## config.mk

```make
export PLATFORM = sky130hd
export DESIGN_NAME = cicd_fifo
export DESIGN_NICKNAME = d
export VERILOG_FILES = /design/src/rtl/core/cicd_pkg.sv /design/src/rtl/core/cicd_fifo.sv
export SDC_FILE = /design/constraint.sdc
export NUM_CORES = 1
export LEC_CHECK = 0
export BUFFER_PORTS_ARGS = -buffer_cell sky130_fd_sc_hd__buf_2
export CORE_ASPECT_RATIO = 1.5
export CORE_MARGIN = 1
export CORE_UTILIZATION = 45
export CTS_CLUSTER_SIZE = 25
export DETAILED_ROUTE_END_ITERATION = 12
export PLACE_DENSITY = 0.7
export REMOVE_ABC_BUFFERS = 1
export SYNTH_ARGS = -nofsm -noshare
export SYNTH_HDL_FRONTEND = slang
export SYNTH_SLANG_ARGS = --single-unit
```

## constraint.sdc

```tcl
create_clock -name i_clk -period 9.3 [get_ports i_clk]
set_input_delay 0 -clock i_clk [delete_from_list [all_inputs] [get_ports i_clk]]
set_output_delay 0 -clock i_clk [all_outputs]
set_load 0.02 [all_outputs]
```

## src/rtl/core/cicd_pkg.sv

```systemverilog
`timescale 1ns / 1ps
package cicd_pkg;

    localparam int MAX_STAGES_DEF  = 8;
    localparam int SAMPLE_BITS_DEF = 16;

    localparam int ACC_W      = 64;
    localparam int HALF_W     = ACC_W / 2;
    localparam int DEC_W      = 13;
    localparam int PHASE_W    = 12;
    localparam int MAX_DECIM  = 4096;
    localparam int STG_W      = 4;
    localparam int GAIN_W     = 17;
    localparam int GSH_W      = 6;
    localparam int OUT_W      = 16;
    localparam int SHIFT_BASE = 16;
    localparam int SH_W       = 7;
    localparam int PART_W     = HALF_W + GAIN_W;
    localparam int PROD_W     = ACC_W + GAIN_W;

    localparam int QUEUE_DEPTH = 4;
    localparam int QUEUE_AW    = 2;

    localparam int REG_AW  = 4;
    localparam int REG_IW  = 2;
    localparam int APB_DW  = 32;

    localparam logic [REG_IW-1:0] REG_DECIM  = 2'd0;
    localparam logic [REG_IW-1:0] REG_STAGES = 2'd1;
    localparam logic [REG_IW-1:0] REG_GAIN   = 2'd2;
    localparam logic [REG_IW-1:0] REG_GSHIFT = 2'd3;

    typedef logic [ACC_W-1:0] t_acc;

    typedef struct packed {
        t_acc re;
        t_acc im;
    } t_iq;

    // Effective settings: decimation and stage count already clamped
    typedef struct packed {
        logic [DEC_W-1:0]  decim;
        logic [STG_W-1:0]  stages;
        logic [GAIN_W-1:0] gain;
        logic [GSH_W-1:0]  gshift;
    } t_cfg;

    typedef struct packed {
        logic full;
        logic empty;
    } t_qstat;

endpackage

```

## src/rtl/core/cicd_fifo.sv

```systemverilog
`timescale 1ns / 1ps
module cicd_fifo (
    input  logic             i_clk,
    input  logic             i_rst_n,
    input  logic             i_push,
    input  cicd_pkg::t_iq    i_push_data,
    input  logic             i_pop,
    output cicd_pkg::t_iq    o_pop_data,
    output cicd_pkg::t_qstat o_qstat
);
    import cicd_pkg::*;

    t_iq                 r_mem [QUEUE_DEPTH];
    logic [QUEUE_AW-1:0] r_wr;
    logic [QUEUE_AW-1:0] r_rd;
    logic [QUEUE_AW:0]   r_cnt;

    always_ff @(posedge i_clk) begin
        if (!i_rst_n) begin
            r_wr  <= '0;
            r_rd  <= '0;
            r_cnt <= '0;
        end else begin
            if (i_push) begin
                r_wr <= r_wr + QUEUE_AW'(1);
            end
            if (i_pop) begin
                r_rd <= r_rd + QUEUE_AW'(1);
            end
            r_cnt <= r_cnt + (QUEUE_AW+1)'(i_push) - (QUEUE_AW+1)'(i_pop);
        end
    end

    always_ff @(posedge i_clk) begin
        if (i_push) begin
            r_mem[r_wr] <= i_push_data;
        end
    end

    assign o_pop_data    = r_mem[r_rd];
    assign o_qstat.full  = (r_cnt == (QUEUE_AW+1)'(QUEUE_DEPTH));
    assign o_qstat.empty = (r_cnt == '0);

`ifndef SYNTHESIS
    a_cnt_bound: assert property (@(posedge i_clk) disable iff (!i_rst_n)
        r_cnt <= (QUEUE_AW+1)'(QUEUE_DEPTH))
        else $error("queue count beyond depth");

    a_no_overflow: assert property (@(posedge i_clk) disable iff (!i_rst_n)
        i_push |-> !o_qstat.full)
        else $error("push into full queue");

    a_no_underflow: assert property (@(posedge i_clk) disable iff (!i_rst_n)
        i_pop |-> !o_qstat.empty)
        else $error("pop from empty queue");

    a_cnt_grow: assert property (@(posedge i_clk) disable iff (!i_rst_n)
        (i_push && !i_pop) |=> (r_cnt == $past(r_cnt) + 1'b1))
        else $error("queue count did not follow push");
`endif

endmodule

```

==> flow_metrics.py, run 1 <==
metrics = {
    "synthesis": {
        "synth_simple_gate_area_share_pct": 0.395,
        "synthXorXnorAreaFrac_pct": 0.217,
        "ys_seq_elements": 521,
        "synthCells": 711,
        "synthAdderAreaFrac_pct": 0.500,
        "synth_compound_area_share_pct": 0.0790,
        "ys_seq_area_share_pct": 81.8,
        "synth_top_area_share_pct": 80.9,
        "yosys-mux-area-fraction_pct": 15.2,
        "yosysWarnings": 0,
        "syn-cell-area_um2": 19000,
        "synthDistinctLibCells": 20,
        "avgSynthCellArea_um2": 26.7,
        "synth_top_family_by_area": "multiplexers",
        "yosysTopAreaCell": "edfxtp_1",
        "netlist_top_cells_area": "edfxtp_1 81%, mux4_2 15%, buf_12 1.1%",
    },
    "job": {
        "max_cap_viol_count": 0,
    },
    "timing": {
        "rsz0062_at_grt": "false",
        "worst_pin_slew_ns": 1.05,
        "fin_crit_ns": 3.24,
        "fin_worst_skew_ns": 0.0115,
        "setup_violations": 0,
        "fmax_mhz": 308,
        "maxSlewHeadroom_pct": 29.7,
        "fin_ws_ns": 6.06,
        "finalCritPeriodShare_pct": 34.9,
        "setup_tns_ns": 0,
        "finalHoldViolations": 0,
        "holdWs_ns": 0.186,
        "slew_violations": 0,
    },
    "setup_path": {
        "reg2reg_slack_ns": 6.56,
        "path_max_fanout": 48,
        "r2r_end": "r_mem[1][76]",
        "reg2reg_from": "r_wr[0]",
        "start_kind": "flop",
        "crit_arrival_ns": 3.24,
        "required_ns": 9.30,
        "path_class": "flop to output pin",
        "ff2ff_path_depth": 3,
        "cp-end-kind": "output pin",
    },
    "clock_network": {
        "clock_latency_ns": 0.56,
        "cts_sinks": 521,
        "h-tree-depth": 2,
        "clk_pin_slew_ns": 0.07,
        "post-cts-setup-buffer-count": 0,
        "cts_buffer_depth": 3,
        "cts_root_buf": "clkbuf_16",
        "cts_hold_buf": 131,
        "cts_tree": "yes",
        "cts_buffers": 48,
        "cts-resized-gates": 0,
    },
    "layout": {
        "multi_input_area_um2": 3130,
        "final_nets": 1271,
        "stdcell_count": 1730,
        "area_delta_synth_final_pct": 24.5,
        "nFillCells": 3080,
        "fin_area_um2": 23700,
        "drive_gt1_share_pct": 40.6,
        "seq_area_um2": 15600,
    },
    "placement": {
        "io_buffers": 261,
        "dp_hpwl_um": 20600,
        "place_congestion": 0.717,
        "place.detailed.instances": 1509,
        "place_area_um2": 20800,
        "dp_slack_ns": 6.47,
    },
    "min_path": {
        "hold_path_class": "input pin to flop",
        "hold_path_depth": 2,
        "holdCritStartpoint": "i_push_data[14]",
        "whs_endpoint": "r_mem[0][14]",
    },
    "global_routing": {
        "overflow": 0,
        "grt_use_total_pct": 17.1,
        "grt_pass1_wl_um": 54400,
        "grt_max_degree": 67,
        "antenna_found_initial": 2,
        "grt_pass1_vias": 9699,
    },
    "floorplan": {
        "dieArea_um2": 43100,
        "core_um2": 41400,
        "start_util_pct": 45.9,
        "die_h_um": 254,
        "rows": 91,
        "ios": 262,
        "die_x_um": 170,
    },
    "route": {
        "vias": 8831,
        "ant_nets": 0,
        "drt_iter0_drc": 481,
        "viasPerCell": 5.10,
        "wl_per_cell_um": 21.0,
        "wl_um": 36400,
        "drt_pass1_iterations": 4,
        "drc": 0,
    },
    "pwr": {
        "peakVddDrop_mv": 0.204,
        "internal_power_w": 0.00409,
        "powerDensity_nw_per_um2": 223,
        "combPwrFrac_pct": 10.9,
        "swShare_pct": 22.5,
        "seqPwrFrac_pct": 52.1,
        "pwr-share-clk_pct": 37.0,
        "switchingPower_w": 0.00118,
        "leakage_nw": 8.00,
    },
    "outcome": {
        "run_status": "finished, final reports clean",
    },
}
[stage by stage]
step	util, %	total power [W]
after global placement	50.1	0.00332
after floorplan	-	0.00315
after detailed placement	50.1	0.00333
final	57.1	0.00527
after CTS	57.1	0.00533
after global routing	57.1	0.00544
[Yosys cell counts]
master,number
mux4_2,128
dfxtp_1,9
fa_1,1
edfxtp_1,512
nor2_1,5
buf_6,4
a21oi_1,1
xnor2_1,2
nand3b_1,1
xor3_1,1
clkbuf_1,1
and3_1,1
inv_1,7
and2_1,6
nor3_1,1
a21bo_2,1
ha_1,6
buf_12,10
buf_2,13
mux2i_1,1
[power by group through the flow]
| stage | Clock (W) | Combinational, W | Sequential [W] |
|---|---|---|---|
| after CTS | 0.00200 | 0.000583 | 0.00275 |
| final | 0.00195 | 0.000572 | 0.00274 |
| after global routing | 0.00208 | 0.000611 | 0.00276 |
| after detailed placement | 0 | 0.000535 | 0.00280 |
| after floorplan | 0 | 0.000334 | 0.00281 |
| after global placement | 0 | 0.000528 | 0.00279 |
[worst max path at each step]
stage	end	cells after the start
floorplan	o_pop_data[0]	1
global placement	r_mem[2][70]	4
detailed placement	o_pop_data[25]	3
CTS	o_pop_data[25]	3
global route	o_pop_data[80]	3
finish	o_pop_data[25]	3
[critical path, stage by stage, from the launching register on]
cell and delay, ns:
dfxtp_4 0.95, buf_4 0.90, mux4_2 0.61, buf_2 0.18
[kinds of logic (layout without fill, tap and decap cells)]
logic type	count (synthesis)	in the layout
AOI/OAI and AO/OA	2	2
buffers and inverters	35	494
xor gates and xnor gates	3	3
and+or+nand+nor	14	14
muxes	129	129
DFF	521	521
other	0	2
adders and majority gates	7	7
[routing by layer]
| metal | part of all wire [%] | global-route usage, % | vias to the layer above | wire (µm) |
|---|---|---|---|---|
| met3 | 5.1 | 3.52 | 70 | 1840 |
| met5 | 0 | 0 | - | 0 |
| met2 | 54 | 31.0 | 247 | 19600 |
| met4 | 3.8 | 7.41 | 0 | 1380 |
| li1 | - | - | 3924 | - |
| met1 | 37 | 19.4 | 4590 | 13500 |
[cells in the final DEF, fill, tap and decap left out]
cell type	count
edfxtp_1	512
buf_2	261
dlygate4sd3_1	131
mux4_2	128
clkbuf_16	49
clkinv_1	9
clkinv_2	8
inv_1	7
clkbuf_1	7
buf_4	7
dfxtp_1	7
ha_1	6
bufinv_16	6
nor2_1	5
clkinvlp_4	5
and2_4	4
inv_6	3
diode_2	2
and2_1	2
xnor2_1	2
dfxtp_4	2
nor3_1	1
and3_1	1
a21bo_2	1
nand3b_1	1
a21oi_1	1
mux2i_1	1
xor3_1	1
fa_1	1
clkinv_4	1
[layout make-up]
class                      count  share of cell area [%]
tap                          558                    2.95
inverter                       7                   0.111
multi-input combinational    155                    13.2
sequential                   521                    65.7
antenna                        2                  0.0211
clock inverter                32                    1.38
clock buffer                  56                    5.29
timing repair buffer         399                    11.3
[flip-flops by register name, indices dropped and copies added (netlist names), named ones only]
register / count
r_cnt: 3
r_mem: 512
r_rd: 2
r_wr: 2
Power figures use the tool's default switching activity.
==> inputs of run 2 (changes only) <==
clock period = 3.3 ns   (was 9.3 ns; I/O delays follow)
==> run 2 against run 1 <==
Compared with the run above:
- sequential share of layout area decreased by 0.19 points
- wire length increased by 2.7%
- global-route usage increased by 0.49 points
- worst hold slack got worse by 0.0039 ns
- design area increased by 0.30%
- sequential power increased to 2.8 times the previous value
- clock-buffer cell count increased by 2
- via count increased by 0.18%
- clock skew increased by 0.0059 ns
- highest routed layer unchanged
==> flow_metrics.py, run 2 (same netlist as run 1, synthesis figures left out) <==
metrics = {
    "outcome": {
        "run_status": "finished, final reports clean",
    },
    "global_routing": {
        "grt_pass1_vias": 9692,
        "overflow": 0,
        "grt_use_total_pct": 17.6,
        "grt_max_degree": 58,
        "antenna_found_initial": 1,
        "grt_pass1_wl_um": 55800,
    },
    "setup_path": {
        "required_ns": 3.30,
        "path_max_fanout": 30,
        "critPathMaxStageDelay_ns": 0.81,
        "crit_family": "flip-flops",
        "path_class": "flop to output pin",
        "critPathBufInv": 2,
        "reg2reg_slack_ns": 1.42,
        "r2r_end": "r_mem[2][7]",
        "crit_arrival_ns": 2.52,
        "worstPathCellList": "buf_4, mux4_2, buf_2",
        "cp_slowest_cell": "dfxtp_4",
        "ff2ff_path_depth": 4,
        "cp-end-kind": "output pin",
        "start_kind": "flop",
        "reg2reg_from": "r_wr[0]",
    },
    "route": {
        "vias": 8847,
        "drt_pass1_iterations": 5,
        "wl_per_cell_um": 21.5,
        "drc": 0,
        "drt_iter0_drc": 515,
        "ant_nets": 0,
        "wl_um": 37400,
        "viasPerCell": 5.09,
    },
    "pwr": {
        "combPwrFrac_pct": 11.7,
        "switchingPower_w": 0.00333,
        "power_w": 0.0145,
        "seqPwrFrac_pct": 53.3,
        "pwr-share-clk_pct": 35.0,
        "swShare_pct": 23.0,
        "internal_power_w": 0.0111,
        "peakVddDrop_mv": 0.470,
        "powerDensity_nw_per_um2": 609,
        "leakage_nw": 8.02,
    },
    "timing": {
        "finalHoldViolations": 0,
        "slew_violations": 0,
        "fmax_mhz": 397,
        "worst_pin_slew_ns": 0.700,
        "setup_tns_ns": 0,
        "finalCritPeriodShare_pct": 76.4,
        "setup_violations": 0,
        "fin_worst_skew_ns": 0.0174,
        "fin_crit_ns": 2.52,
        "maxSlewHeadroom_pct": 53.3,
        "rsz0062_at_grt": "false",
        "fin_ws_ns": 0.778,
    },
    "clock_network": {
        "cts_tree": "yes",
        "h-tree-depth": 2,
        "cts-resized-gates": 0,
        "cts_buffers": 47,
        "cts_sinks": 521,
        "clock_latency_ns": 0.56,
        "cts_hold_buf": 131,
        "post-cts-setup-buffer-count": 0,
        "cts_root_buf": "clkbuf_16",
        "clk_pin_slew_ns": 0.06,
        "cts_buffer_depth": 3,
    },
    "layout": {
        "final_util_pct": 57.3,
        "stdcell_count": 1738,
        "mostFrequentLayoutCells": "512 x edfxtp_1, 261 x buf_2, 131 x dlygate4sd3_1",
        "final_nets": 1281,
        "final_common_cell": "edfxtp_1",
        "drive_gt1_share_pct": 40.5,
        "largest_register_ffs": 512,
        "area_delta_synth_final_pct": 24.9,
        "top_regs": "r_mem: 512 flops, r_cnt: 3 flops",
        "regMostFlops": "r_mem",
    },
    "min_path": {
        "hold_path_class": "input pin to flop",
        "holdCritStartpoint": "i_push_data[31]",
        "hold_path_depth": 2,
        "whs_endpoint": "r_mem[2][31]",
    },
    "floorplan": {
        "start_util_pct": 45.9,
        "die_h_um": 254,
        "core_um2": 41400,
        "rows": 91,
        "ios": 262,
        "die_x_um": 170,
        "dieArea_um2": 43100,
    },
    "placement": {
        "place.detailed.instances": 1520,
        "place_congestion": 0.738,
        "io_buffers": 261,
        "dp_slack_ns": 1.29,
        "dp_hpwl_um": 22600,
    },
    "job": {
        "max_cap_viol_count": 0,
    },
}
run 2: cell count changes in the layout (fill, tap and decap cells not counted), sizes merged:
cell	before	now
clkbuf	56	58
inv	10	11
bufinv	6	2
clkinvlp	5	4
buf	268	279
diode	2	1
run 2: area by class of cell:
cell class              count  area [µm²]
fillers                  3058       17700
repair buffers            410        2900
inverters                   7        26.3
clock inverters            28         201
well taps                 558         698
clock buffers              58        1220
multi-input cells         155        3130
diodes                      1        2.50
flip-flops and latches    521       15600
run 2: worst max-delay path by stage:
stage / start / end / slack (ns) / cells past startpoint
2_1_floorplan: flop / o_pop_data[0] / -2.76 / 1
3_3_place_gp: flop / o_pop_data[75] / 1.29 / 3
3_5_place_dp: flop / o_pop_data[31] / 1.29 / 3
4_1_cts: flop / o_pop_data[31] / 0.68 / 3
5_1_grt: flop / o_pop_data[31] / 0.60 / 3
6_report: flop / o_pop_data[95] / 0.78 / 3
run 2: layer usage:
metal,vias up,part of all wire [%],GRT usage (%)
li1,3938,-,-
met2,255,53,31.0
met1,4579,38,20.8
met5,-,0,0
met4,0,3.6,7.93
met3,75,4.7,3.36
run 2: metrics by stage:
stage               hold WS (ns)  instance area (µm²)
floorplan                 0.0989                18700
global placement           0.211                21000
detailed placement         0.215                21000
CTS                        0.153                23700
global route               0.169                23700
finish                     0.182                23700
run 2: power by group through the flow:
| stage | sequential (W) | combinational, W | clock [W] |
|---|---|---|---|
| global route | 0.00774 | 0.00181 | 0.00541 |
| detailed placement | 0.00786 | 0.00159 | 0 |
| CTS | 0.00771 | 0.00173 | 0.00519 |
| floorplan | 0.00793 | 0.000941 | 0 |
| global placement | 0.00784 | 0.00157 | 0 |
| finish | 0.00771 | 0.00169 | 0.00507 |
run 2: worst reg2reg max path, stage by stage, from the launching register on:
cell and delay (ns):
dfxtp_1 0.35, inv_1 0.09, ha_1 0.15, and2_4 0.56, buf_4 0.40
